**src/hdl/hff_pkg.sv**
```systemverilog
// Shared types, character codes and the control store for the hex field formatter.
// No dependencies; the layout unit, the top level and the testbench import it.
`default_nettype none

package hff_pkg;

  // Character counts: a run never exceeds 64 characters.
  localparam int CNT_W = 7;

  // Largest precision that is honored.
  localparam logic [5:0] PREC_CAP = 6'd62;

  // ASCII codes used to build the field.
  localparam logic [7:0] CH_SPACE   = 8'h20;
  localparam logic [7:0] CH_ZERO    = 8'h30;
  localparam logic [7:0] CH_LOWER_A = 8'h61;
  localparam logic [7:0] CH_UPPER_A = 8'h41;
  localparam logic [7:0] CH_LOWER_X = 8'h78;
  localparam logic [7:0] CH_UPPER_X = 8'h58;

  // Program counter of the sequencer and its step addresses.
  typedef logic [2:0] step_t;
  localparam int    UC_STEPS = 8;
  localparam step_t UC_IDLE  = 3'd0;
  localparam step_t UC_SETUP = 3'd1;
  localparam step_t UC_LSP   = 3'd2;
  localparam step_t UC_P0    = 3'd3;
  localparam step_t UC_PX    = 3'd4;
  localparam step_t UC_ZER   = 3'd5;
  localparam step_t UC_DIG   = 3'd6;
  localparam step_t UC_RSP   = 3'd7;

  // What a step does with the datapath.
  typedef enum logic [2:0] {
    OP_WAIT  = 3'd0,
    OP_SETUP = 3'd1,
    OP_SPACE = 3'd2,
    OP_ZERO  = 3'd3,
    OP_X     = 3'd4,
    OP_DIGIT = 3'd5
  } uc_op_t;

  // Which count register sets the repeat count of a step.
  typedef enum logic [2:0] {
    SRC_NONE = 3'd0,
    SRC_LSP  = 3'd1,
    SRC_PFX  = 3'd2,
    SRC_ZER  = 3'd3,
    SRC_DIG  = 3'd4,
    SRC_RSP  = 3'd5
  } cnt_src_t;

  typedef struct packed {
    uc_op_t   op;
    cnt_src_t src;
  } uc_word_t;

  // Field layout: repeat counts of each section of the run.
  typedef struct packed {
    logic             pfx;
    logic [CNT_W-1:0] lsp;
    logic [CNT_W-1:0] zcnt;
    logic [CNT_W-1:0] ndig;
    logic [CNT_W-1:0] rsp;
  } hff_layout_t;

  // Control store: one word per step, in the order the field is written.
  function automatic uc_word_t uc_rom(input step_t addr);
    uc_word_t w;
    unique case (addr)
      UC_IDLE:  w = '{op: OP_WAIT,  src: SRC_NONE};
      UC_SETUP: w = '{op: OP_SETUP, src: SRC_NONE};
      UC_LSP:   w = '{op: OP_SPACE, src: SRC_LSP};
      UC_P0:    w = '{op: OP_ZERO,  src: SRC_PFX};
      UC_PX:    w = '{op: OP_X,     src: SRC_PFX};
      UC_ZER:   w = '{op: OP_ZERO,  src: SRC_ZER};
      UC_DIG:   w = '{op: OP_DIGIT, src: SRC_DIG};
      UC_RSP:   w = '{op: OP_SPACE, src: SRC_RSP};
      default:  w = '{op: OP_WAIT,  src: SRC_NONE};
    endcase
    return w;
  endfunction

endpackage

`default_nettype wire

```
**src/hdl/hex_field_formatter_unit.sv**
```systemverilog
// Top level of the hex field formatter: input capture, microcoded sequencer, output register.
// Depends on hff_pkg and instantiates hff_layout.
//
// Usage: drive the value and the %x options on the in_ ports and raise start; the item
// is taken at a rising edge where start is high and busy is low. busy stays high until
// the last character of the item has been produced.
// The formatted field leaves one character per cycle on out_char, each marked by
// out_strobe for exactly one cycle; out_last_char flags the final character of a run.
// An item whose field is empty (zero value, precision zero, no prefix, no width)
// produces no strobe at all.
// After the accepting edge, a setup step loads the layout, and the first sequencer step
// then puts the first character into the output register.
// busy stays high through the setup step and every output step of an item, so a new
// item is taken only once the last character of the previous one has been produced.
// Reset (rst_n low, synchronous) returns the sequencer to its wait step and drops the
// strobe. The receiver cannot stall: every strobed character is taken as it appears.
`default_nettype none

module hex_field_formatter_unit #(
  parameter int VALUE_BITS = 64,
  parameter int MAX_WIDTH  = 64
) (
  input  wire logic                  clk,
  input  wire logic                  rst_n,
  input  wire logic                  start,
  output logic                       busy,
  input  wire logic [VALUE_BITS-1:0] in_value,
  input  wire logic                  in_upper_case,
  input  wire logic                  in_alt_form,
  input  wire logic                  in_precision_given,
  input  wire logic [5:0]            in_precision,
  input  wire logic [6:0]            in_width,
  input  wire logic                  in_zero_pad,
  input  wire logic                  in_left_justify,
  output logic                       out_strobe,
  output logic [7:0]                 out_char,
  output logic                       out_last_char
);
  import hff_pkg::*;

  localparam int NIBS   = (VALUE_BITS + 3) / 4;
  localparam int NIB_IW = (NIBS > 1) ? $clog2(NIBS) : 1;
  localparam int EXT_W  = 4 << NIB_IW;

  // Captured item.
  logic [VALUE_BITS-1:0] value_r;
  logic                  upper_r;
  logic                  alt_r;
  logic                  pgiven_r;
  logic [5:0]            prec_r;
  logic [6:0]            width_r;
  logic                  zpad_r;
  logic                  left_r;

  // Sequencer state.
  step_t            pc_r, pc_nxt;
  logic [CNT_W-1:0] cnt_r, cnt_nxt;
  hff_layout_t      lay, lay_r, lay_sel;
  uc_word_t         word;
  step_t            next_step;
  logic             emit;
  logic             cnt_last;

  // Datapath.
  logic [EXT_W-1:0]  val_ext;
  logic [NIB_IW-1:0] dig_idx;
  logic [3:0]        nib;
  logic [7:0]        dig_char;

  logic       out_strobe_r, out_strobe_nxt;
  logic [7:0] out_char_r, out_char_nxt;
  logic       out_last_r, out_last_nxt;

  function automatic logic [CNT_W-1:0] src_count(input hff_layout_t l, input cnt_src_t s);
    logic [CNT_W-1:0] c;
    unique case (s)
      SRC_LSP:  c = l.lsp;
      SRC_PFX:  c = {{(CNT_W-1){1'b0}}, l.pfx};
      SRC_ZER:  c = l.zcnt;
      SRC_DIG:  c = l.ndig;
      SRC_RSP:  c = l.rsp;
      default:  c = '0;
    endcase
    return c;
  endfunction

  // Repeat count that a given step takes from the layout.
  function automatic logic [CNT_W-1:0] step_count(input hff_layout_t l, input step_t st);
    uc_word_t w;
    w = uc_rom(st);
    return src_count(l, w.src);
  endfunction

  hff_layout #(
    .VALUE_BITS (VALUE_BITS),
    .MAX_WIDTH  (MAX_WIDTH)
  ) u_layout (
    .value           (value_r),
    .alt_form        (alt_r),
    .precision_given (pgiven_r),
    .precision       (prec_r),
    .width           (width_r),
    .zero_pad        (zpad_r),
    .left_justify    (left_r),
    .layout          (lay)
  );

  assign busy = (pc_r != UC_IDLE);
  assign word = uc_rom(pc_r);

  // During setup the counts come straight from the layout unit.
  assign lay_sel = (pc_r == UC_SETUP) ? lay : lay_r;

  // Conditional jump: the next later step that has characters to give, else back to wait.
  always_comb begin
    next_step = UC_IDLE;
    for (int s = UC_STEPS - 1; s >= 0; s--) begin
      if ((3'(s) > pc_r) && (step_count(lay_sel, 3'(s)) != '0)) begin
        next_step = 3'(s);
      end
    end
  end

  assign cnt_last = (cnt_r == CNT_W'(1));

  // Step counter and repeat counter.
  always_comb begin
    pc_nxt  = pc_r;
    cnt_nxt = cnt_r;
    emit    = 1'b0;
    unique case (word.op)
      OP_WAIT: begin
        if (start) pc_nxt = UC_SETUP;
      end
      OP_SETUP: begin
        pc_nxt  = next_step;
        cnt_nxt = step_count(lay_sel, next_step);
      end
      OP_SPACE, OP_ZERO, OP_X, OP_DIGIT: begin
        emit = 1'b1;
        if (cnt_last) begin
          pc_nxt  = next_step;
          cnt_nxt = step_count(lay_sel, next_step);
        end else begin
          cnt_nxt = cnt_r - CNT_W'(1);
        end
      end
      default: begin
        pc_nxt = UC_IDLE;
      end
    endcase
  end

  // Digit select: the repeat counter walks from the top nibble down.
  assign val_ext = EXT_W'(value_r);
  assign dig_idx = NIB_IW'(cnt_r - CNT_W'(1));
  assign nib     = val_ext[dig_idx*4 +: 4];

  always_comb begin
    if (nib < 4'd10) begin
      dig_char = CH_ZERO + {4'd0, nib};
    end else if (upper_r) begin
      dig_char = CH_UPPER_A + {4'd0, nib} - 8'd10;
    end else begin
      dig_char = CH_LOWER_A + {4'd0, nib} - 8'd10;
    end
  end

  // Character for the current step.
  always_comb begin
    case (word.op)
      OP_SPACE: out_char_nxt = CH_SPACE;
      OP_X:     out_char_nxt = upper_r ? CH_UPPER_X : CH_LOWER_X;
      OP_DIGIT: out_char_nxt = dig_char;
      default:  out_char_nxt = CH_ZERO;
    endcase
  end

  assign out_strobe_nxt = emit;
  assign out_last_nxt   = emit && cnt_last && (next_step == UC_IDLE);

  // Control registers.
  always_ff @(posedge clk) begin
    if (!rst_n) begin
      pc_r         <= UC_IDLE;
      out_strobe_r <= 1'b0;
    end else begin
      pc_r         <= pc_nxt;
      out_strobe_r <= out_strobe_nxt;
    end
  end

  // Payload registers: item capture on a start transfer, layout at setup, count and output.
  always_ff @(posedge clk) begin
    if (start && !busy) begin
      value_r  <= in_value;
      upper_r  <= in_upper_case;
      alt_r    <= in_alt_form;
      pgiven_r <= in_precision_given;
      prec_r   <= in_precision;
      width_r  <= in_width;
      zpad_r   <= in_zero_pad;
      left_r   <= in_left_justify;
    end
    if (pc_r == UC_SETUP) lay_r <= lay;
    cnt_r      <= cnt_nxt;
    out_char_r <= out_char_nxt;
    out_last_r <= out_last_nxt;
  end

  assign out_strobe    = out_strobe_r;
  assign out_char      = out_char_r;
  assign out_last_char = out_last_r;

endmodule

`default_nettype wire

```
**src/hdl/hff_layout.sv**
```systemverilog
// Field layout unit: works out how many characters each section of the run gets.
// Depends on hff_pkg for the layout struct, the count width and the precision cap.
`default_nettype none

module hff_layout #(
  parameter int VALUE_BITS = 64,
  parameter int MAX_WIDTH  = 64
) (
  input  wire logic [VALUE_BITS-1:0] value,
  input  wire logic                  alt_form,
  input  wire logic                  precision_given,
  input  wire logic [5:0]            precision,
  input  wire logic [6:0]            width,
  input  wire logic                  zero_pad,
  input  wire logic                  left_justify,
  output hff_pkg::hff_layout_t       layout
);
  import hff_pkg::*;

  localparam int         NIBS    = (VALUE_BITS + 3) / 4;
  localparam int         EXT_W   = 4 * NIBS;
  localparam logic [6:0] WID_CAP = 7'(MAX_WIDTH);

  logic [EXT_W-1:0] val_ext;
  logic             vzero;
  logic [CNT_W-1:0] ndig_raw;
  logic [CNT_W-1:0] ndig;
  logic [5:0]       prec_eff;
  logic [CNT_W-1:0] pzeros;
  logic [CNT_W-1:0] total;
  logic [6:0]       wid;
  logic [CNT_W-1:0] pad;
  logic             zmode;
  logic             pfx;

  assign val_ext = EXT_W'(value);
  assign vzero   = (value == '0);

  // Digit count: position of the highest nonzero nibble, at least one digit.
  always_comb begin
    ndig_raw = CNT_W'(1);
    for (int k = 0; k < NIBS; k++) begin
      if (val_ext[4*k +: 4] != 4'd0) ndig_raw = CNT_W'(k + 1);
    end
  end

  // A zero value with an explicit precision of zero prints no digits.
  assign ndig = (vzero && precision_given && (precision == 6'd0)) ? '0 : ndig_raw;

  always_comb begin
    if (!precision_given) begin
      prec_eff = 6'd0;
    end else if (precision > PREC_CAP) begin
      prec_eff = PREC_CAP;
    end else begin
      prec_eff = precision;
    end
  end

  assign pzeros = (CNT_W'(prec_eff) > ndig) ? CNT_W'(prec_eff) - ndig : '0;
  assign pfx    = alt_form && !vzero;
  assign total  = ndig + pzeros + {{(CNT_W-2){1'b0}}, pfx, 1'b0};
  assign wid    = (width > WID_CAP) ? WID_CAP : width;
  assign pad    = (wid > total) ? wid - total : '0;

  // Zero padding goes after the prefix and only without precision or left justify.
  assign zmode = !precision_given && zero_pad && !left_justify;

  assign layout.pfx  = pfx;
  assign layout.lsp  = (!left_justify && !zmode) ? pad : '0;
  assign layout.zcnt = zmode ? (pad + pzeros) : pzeros;
  assign layout.ndig = ndig;
  assign layout.rsp  = left_justify ? pad : '0;

endmodule

`default_nettype wire

```
**config.mk**
```make
export PLATFORM = sky130hd
export DESIGN_NAME = hex_field_formatter_unit
export DESIGN_NICKNAME = d
export VERILOG_FILES = /design/src/hdl/hff_pkg.sv /design/src/hdl/hex_field_formatter_unit.sv /design/src/hdl/hff_layout.sv
export SDC_FILE = /design/constraint.sdc
export NUM_CORES = 1
export LEC_CHECK = 0
export ABC_AREA = 1
export BUFFER_PORTS_ARGS = -buffer_cell sky130_fd_sc_hd__buf_2
export CAP_MARGIN = 10
export CELL_PAD_IN_SITES_DETAIL_PLACEMENT = 0
export CELL_PAD_IN_SITES_GLOBAL_PLACEMENT = 1
export CORE_AREA = 4 4 138 153
export DETAILED_ROUTE_END_ITERATION = 8
export DIE_AREA = 0 0 142 157
export PLACE_DENSITY_LB_ADDON = 0.1
export SKIP_LAST_GASP = 1
export SLEW_MARGIN = 20
export SYNTH_ARGS = -nofsm -noshare
export SYNTH_HDL_FRONTEND = slang
export SYNTH_HIERARCHICAL = 1
export SYNTH_SLANG_ARGS = --single-unit
```
**constraint.sdc**
```tcl
create_clock -name clk -period 9.8 [get_ports clk]
set_input_delay 0.49 -clock clk [delete_from_list [all_inputs] [get_ports clk]]
set_output_delay 0.49 -clock clk [all_outputs]
set_load 0.005 [all_outputs]
```
==> flow_summary.ini <==
[power]
p_int_mw = 1.70
pwr-share-comb = 0.537
pwr-share-seq = 0.275
p_per_area_nw_per_um2 = 363
finalPower_mw = 3.26
p_leak_nw = 4.17
p_sw_mw = 1.56
swShare = 0.479
clockPowerShare = 0.188
ir_worst_vdd_mv = 0.141

[grt]
grt_pass1_wl_mm = 32.4
grt_start_max_net_pins = 70
antenna_found_initial = 0
grt_pass1_vias = 6348
grt_use_total = 0.186
overflow = 0

[yosys]
synth-warning-count = 6
postSynthAreaPerCell_um2 = 8.23
netlist_instances = 942
yosys_register_bits = 133
yosys.area.top_type = edfxtp_1
synth.distinct_cells = 47
synth_top_area_frac = 0.345
synth_area_leaders = edfxtp_1 (34%), nand2_1 (12%), dfxtp_1 (11%), inv_1 (5.8%), nor2_1 (5.2%)
syn_area_um2 = 7750
ys_seq_area_frac = 0.458

[cells_and_area]
syn_to_final_growth_pct = 15.7
layout_common_cells = nand2_1 (243), inv_1 (120), nor2_1 (107), buf_2 (94), edfxtp_1 (89)
drive_gt1_frac = 0.185
final_area_um2 = 8970
final.fill_count = 2017
final_common_cell = nand2_1
antenna_cells = 0
final_util = 0.456
final_cells = 1301
nNetsFinal = 1158

[routing]
wl_per_cell_um = 15.3
ant_nets = 0
wirelength_mm = 19.9
via_per_inst = 4.80
drc = 0
vias = 6241
dr.pass1.iters = 5
drt_iter0_drc = 322

[critical_path]
path_common_cell = nand2_1
r2r_slack_ns = 1.37
crit_arrival_ns = 8.61
cp_top_family = simple AND/OR/NAND/NOR gates
critical_path_required_ns = 9.98
critPathBufInv = 2
end_kind = flop
critical_path.max_stage_delay_ns = 0.54
worstReg2RegStart = val_ext[29]
r2r-end = cnt_r[0]
path_depth = 53
worstSetupStartpointType = flop
cp_slowest_cell = nor4_1
rr_worst_depth = 53
setup.worst_path.class = flop to flop
cp_max_fo = 10

[job]
cap_violations = 0

[timing]
fin_crit_ns = 8.43
finalClockSkew_ns = 0.0139
max_slew_margin = 0.286
hold_slack_ns = 0.231
hold_violations = 0
worst_pin_slew_ns = 1.06
setup-tns-final_ns = 0
slew_viol_final = 0
setup_viol = 0
worst_slack_ns = 1.37
rsz0062_at_grt = false
max_freq_mhz = 119
period_share = 0.860

[worst_hold_path]
whs_endpoint = val_ext[43]
hp-class = input pin to flop
hp-start = in_value[43]
whs_path_depth = 1

[placement]
place_ws_ns = 1.32
dpl.hpwl_mm = 15.2
io_buffers = 94
dpl_cell_area_um2 = 8420
gp_congestion = 0.858
placedCellCount = 1269

[clock_tree]
clk-insertion-delay-late_ns = 0.43
clock_sinks = 133
cts-root-buf = clkbuf_16
post_cts_buffers = 0
cts_buffers = 17
cts_resized = 0
clk_pin_slew_worst_paths_ns = 0.07
cts_buffer_depth = 2
h-tree-depth = 4
cts_hold_buffers = 0
cts_tree = built

[die]
core-area_um2 = 19700
pin_count = 96
rows = 54
initial_core_util = 0.394
fp.dieW_um = 142
die_area_um2 = 22300
fp.dieH_um = 157

[outcome]
status = complete, no violations
## synthesized netlist by cell type, drive strengths merged
| library cell | instances |
|---|---|
| nor4 | 12 |
| o221ai | 8 |
| nand2 | 265 |
| inv | 127 |
| o21bai | 1 |
| dfxtp | 44 |
| and2 | 3 |
| edfxtp | 89 |
| nor3b | 1 |
| nand4 | 4 |
| fa | 5 |
| a21oi | 28 |
| buf | 17 |
| xnor2 | 4 |
| nor3 | 13 |
| o22ai | 10 |
| ha | 32 |
| a31oi | 4 |
| nand3 | 51 |
| xor2 | 6 |
| clkbuf | 7 |
| a211oi | 2 |
| a21o | 2 |
| nor2 | 126 |
| or2 | 5 |
| o21ai | 47 |
| conb | 2 |
| nand3b | 17 |
| o211ai | 10 |
## metal layers
| layer | GRT usage | vias up | share of wire |
|---|---|---|---|
| met5 | 0 | - | 0 |
| met4 | 0.0640 | 0 | 0.018 |
| met3 | 0.0343 | 25 | 0.038 |
| met2 | 0.314 | 135 | 0.48 |
| met1 | 0.240 | 2802 | 0.46 |
| li1 | - | 3279 | - |
## layout make-up
class                   count  area (µm²)  share of cell area
inverters                 127         477              0.0532
clock inverters            14         118              0.0131
clock buffers              18         429              0.0479
well taps                 252         315              0.0352
flip-flops and latches    133        3550               0.396
repair buffers             98         500              0.0558
multi-input cells         659        3580               0.399
## flip-flops by register name, indices dropped and copies added, names as in the netlist, 3 cells and up
| signal | count |
|---|---|
| val_ext | 64 |
| lay_r | 29 |
| cnt_r | 7 |
| out_char | 7 |
| width_r | 7 |
| prec_r | 6 |
| pc_r | 3 |
| word | 3 |
## worst max-delay path by stage
| stage | startpoint | endpoint |
|---|---|---|
| finish | val_ext[29] | cnt_r[0] |
| global route | val_ext[41] | cnt_r[0] |
| global placement | val_ext[29] | cnt_r[0] |
| floorplan | val_ext[19] | cnt_r[0] |
| detailed placement | val_ext[29] | cnt_r[0] |
| CTS | val_ext[29] | cnt_r[0] |
## power by group through the flow
stage / registers (mW) / logic [mW] / clock network [mW]
after floorplan: 0.895 / 1.33 / 0
after global placement: 0.908 / 1.76 / 0
after detailed placement: 0.909 / 1.75 / 0
after CTS: 0.898 / 1.76 / 0.624
after global routing: 0.915 / 2.01 / 0.653
final: 0.896 / 1.75 / 0.612
## logic make-up (layout without fill, tap and decap cells)
| logic type | count (synthesis) | count (layout) | share of synthesized area |
|---|---|---|---|
| xor gates and xnor gates | 10 | 10 | 0.0113 |
| and+or+nand+nor | 497 | 497 | 0.296 |
| buffers and inverters | 151 | 257 | 0.0817 |
| DFF | 133 | 133 | 0.458 |
| AOI/OAI and AO/OA | 112 | 112 | 0.0872 |
| other | 2 | 3 | 0.000969 |
| adders and majority gates | 37 | 37 | 0.0646 |
Note: power is estimated with default switching activity, not from simulation.
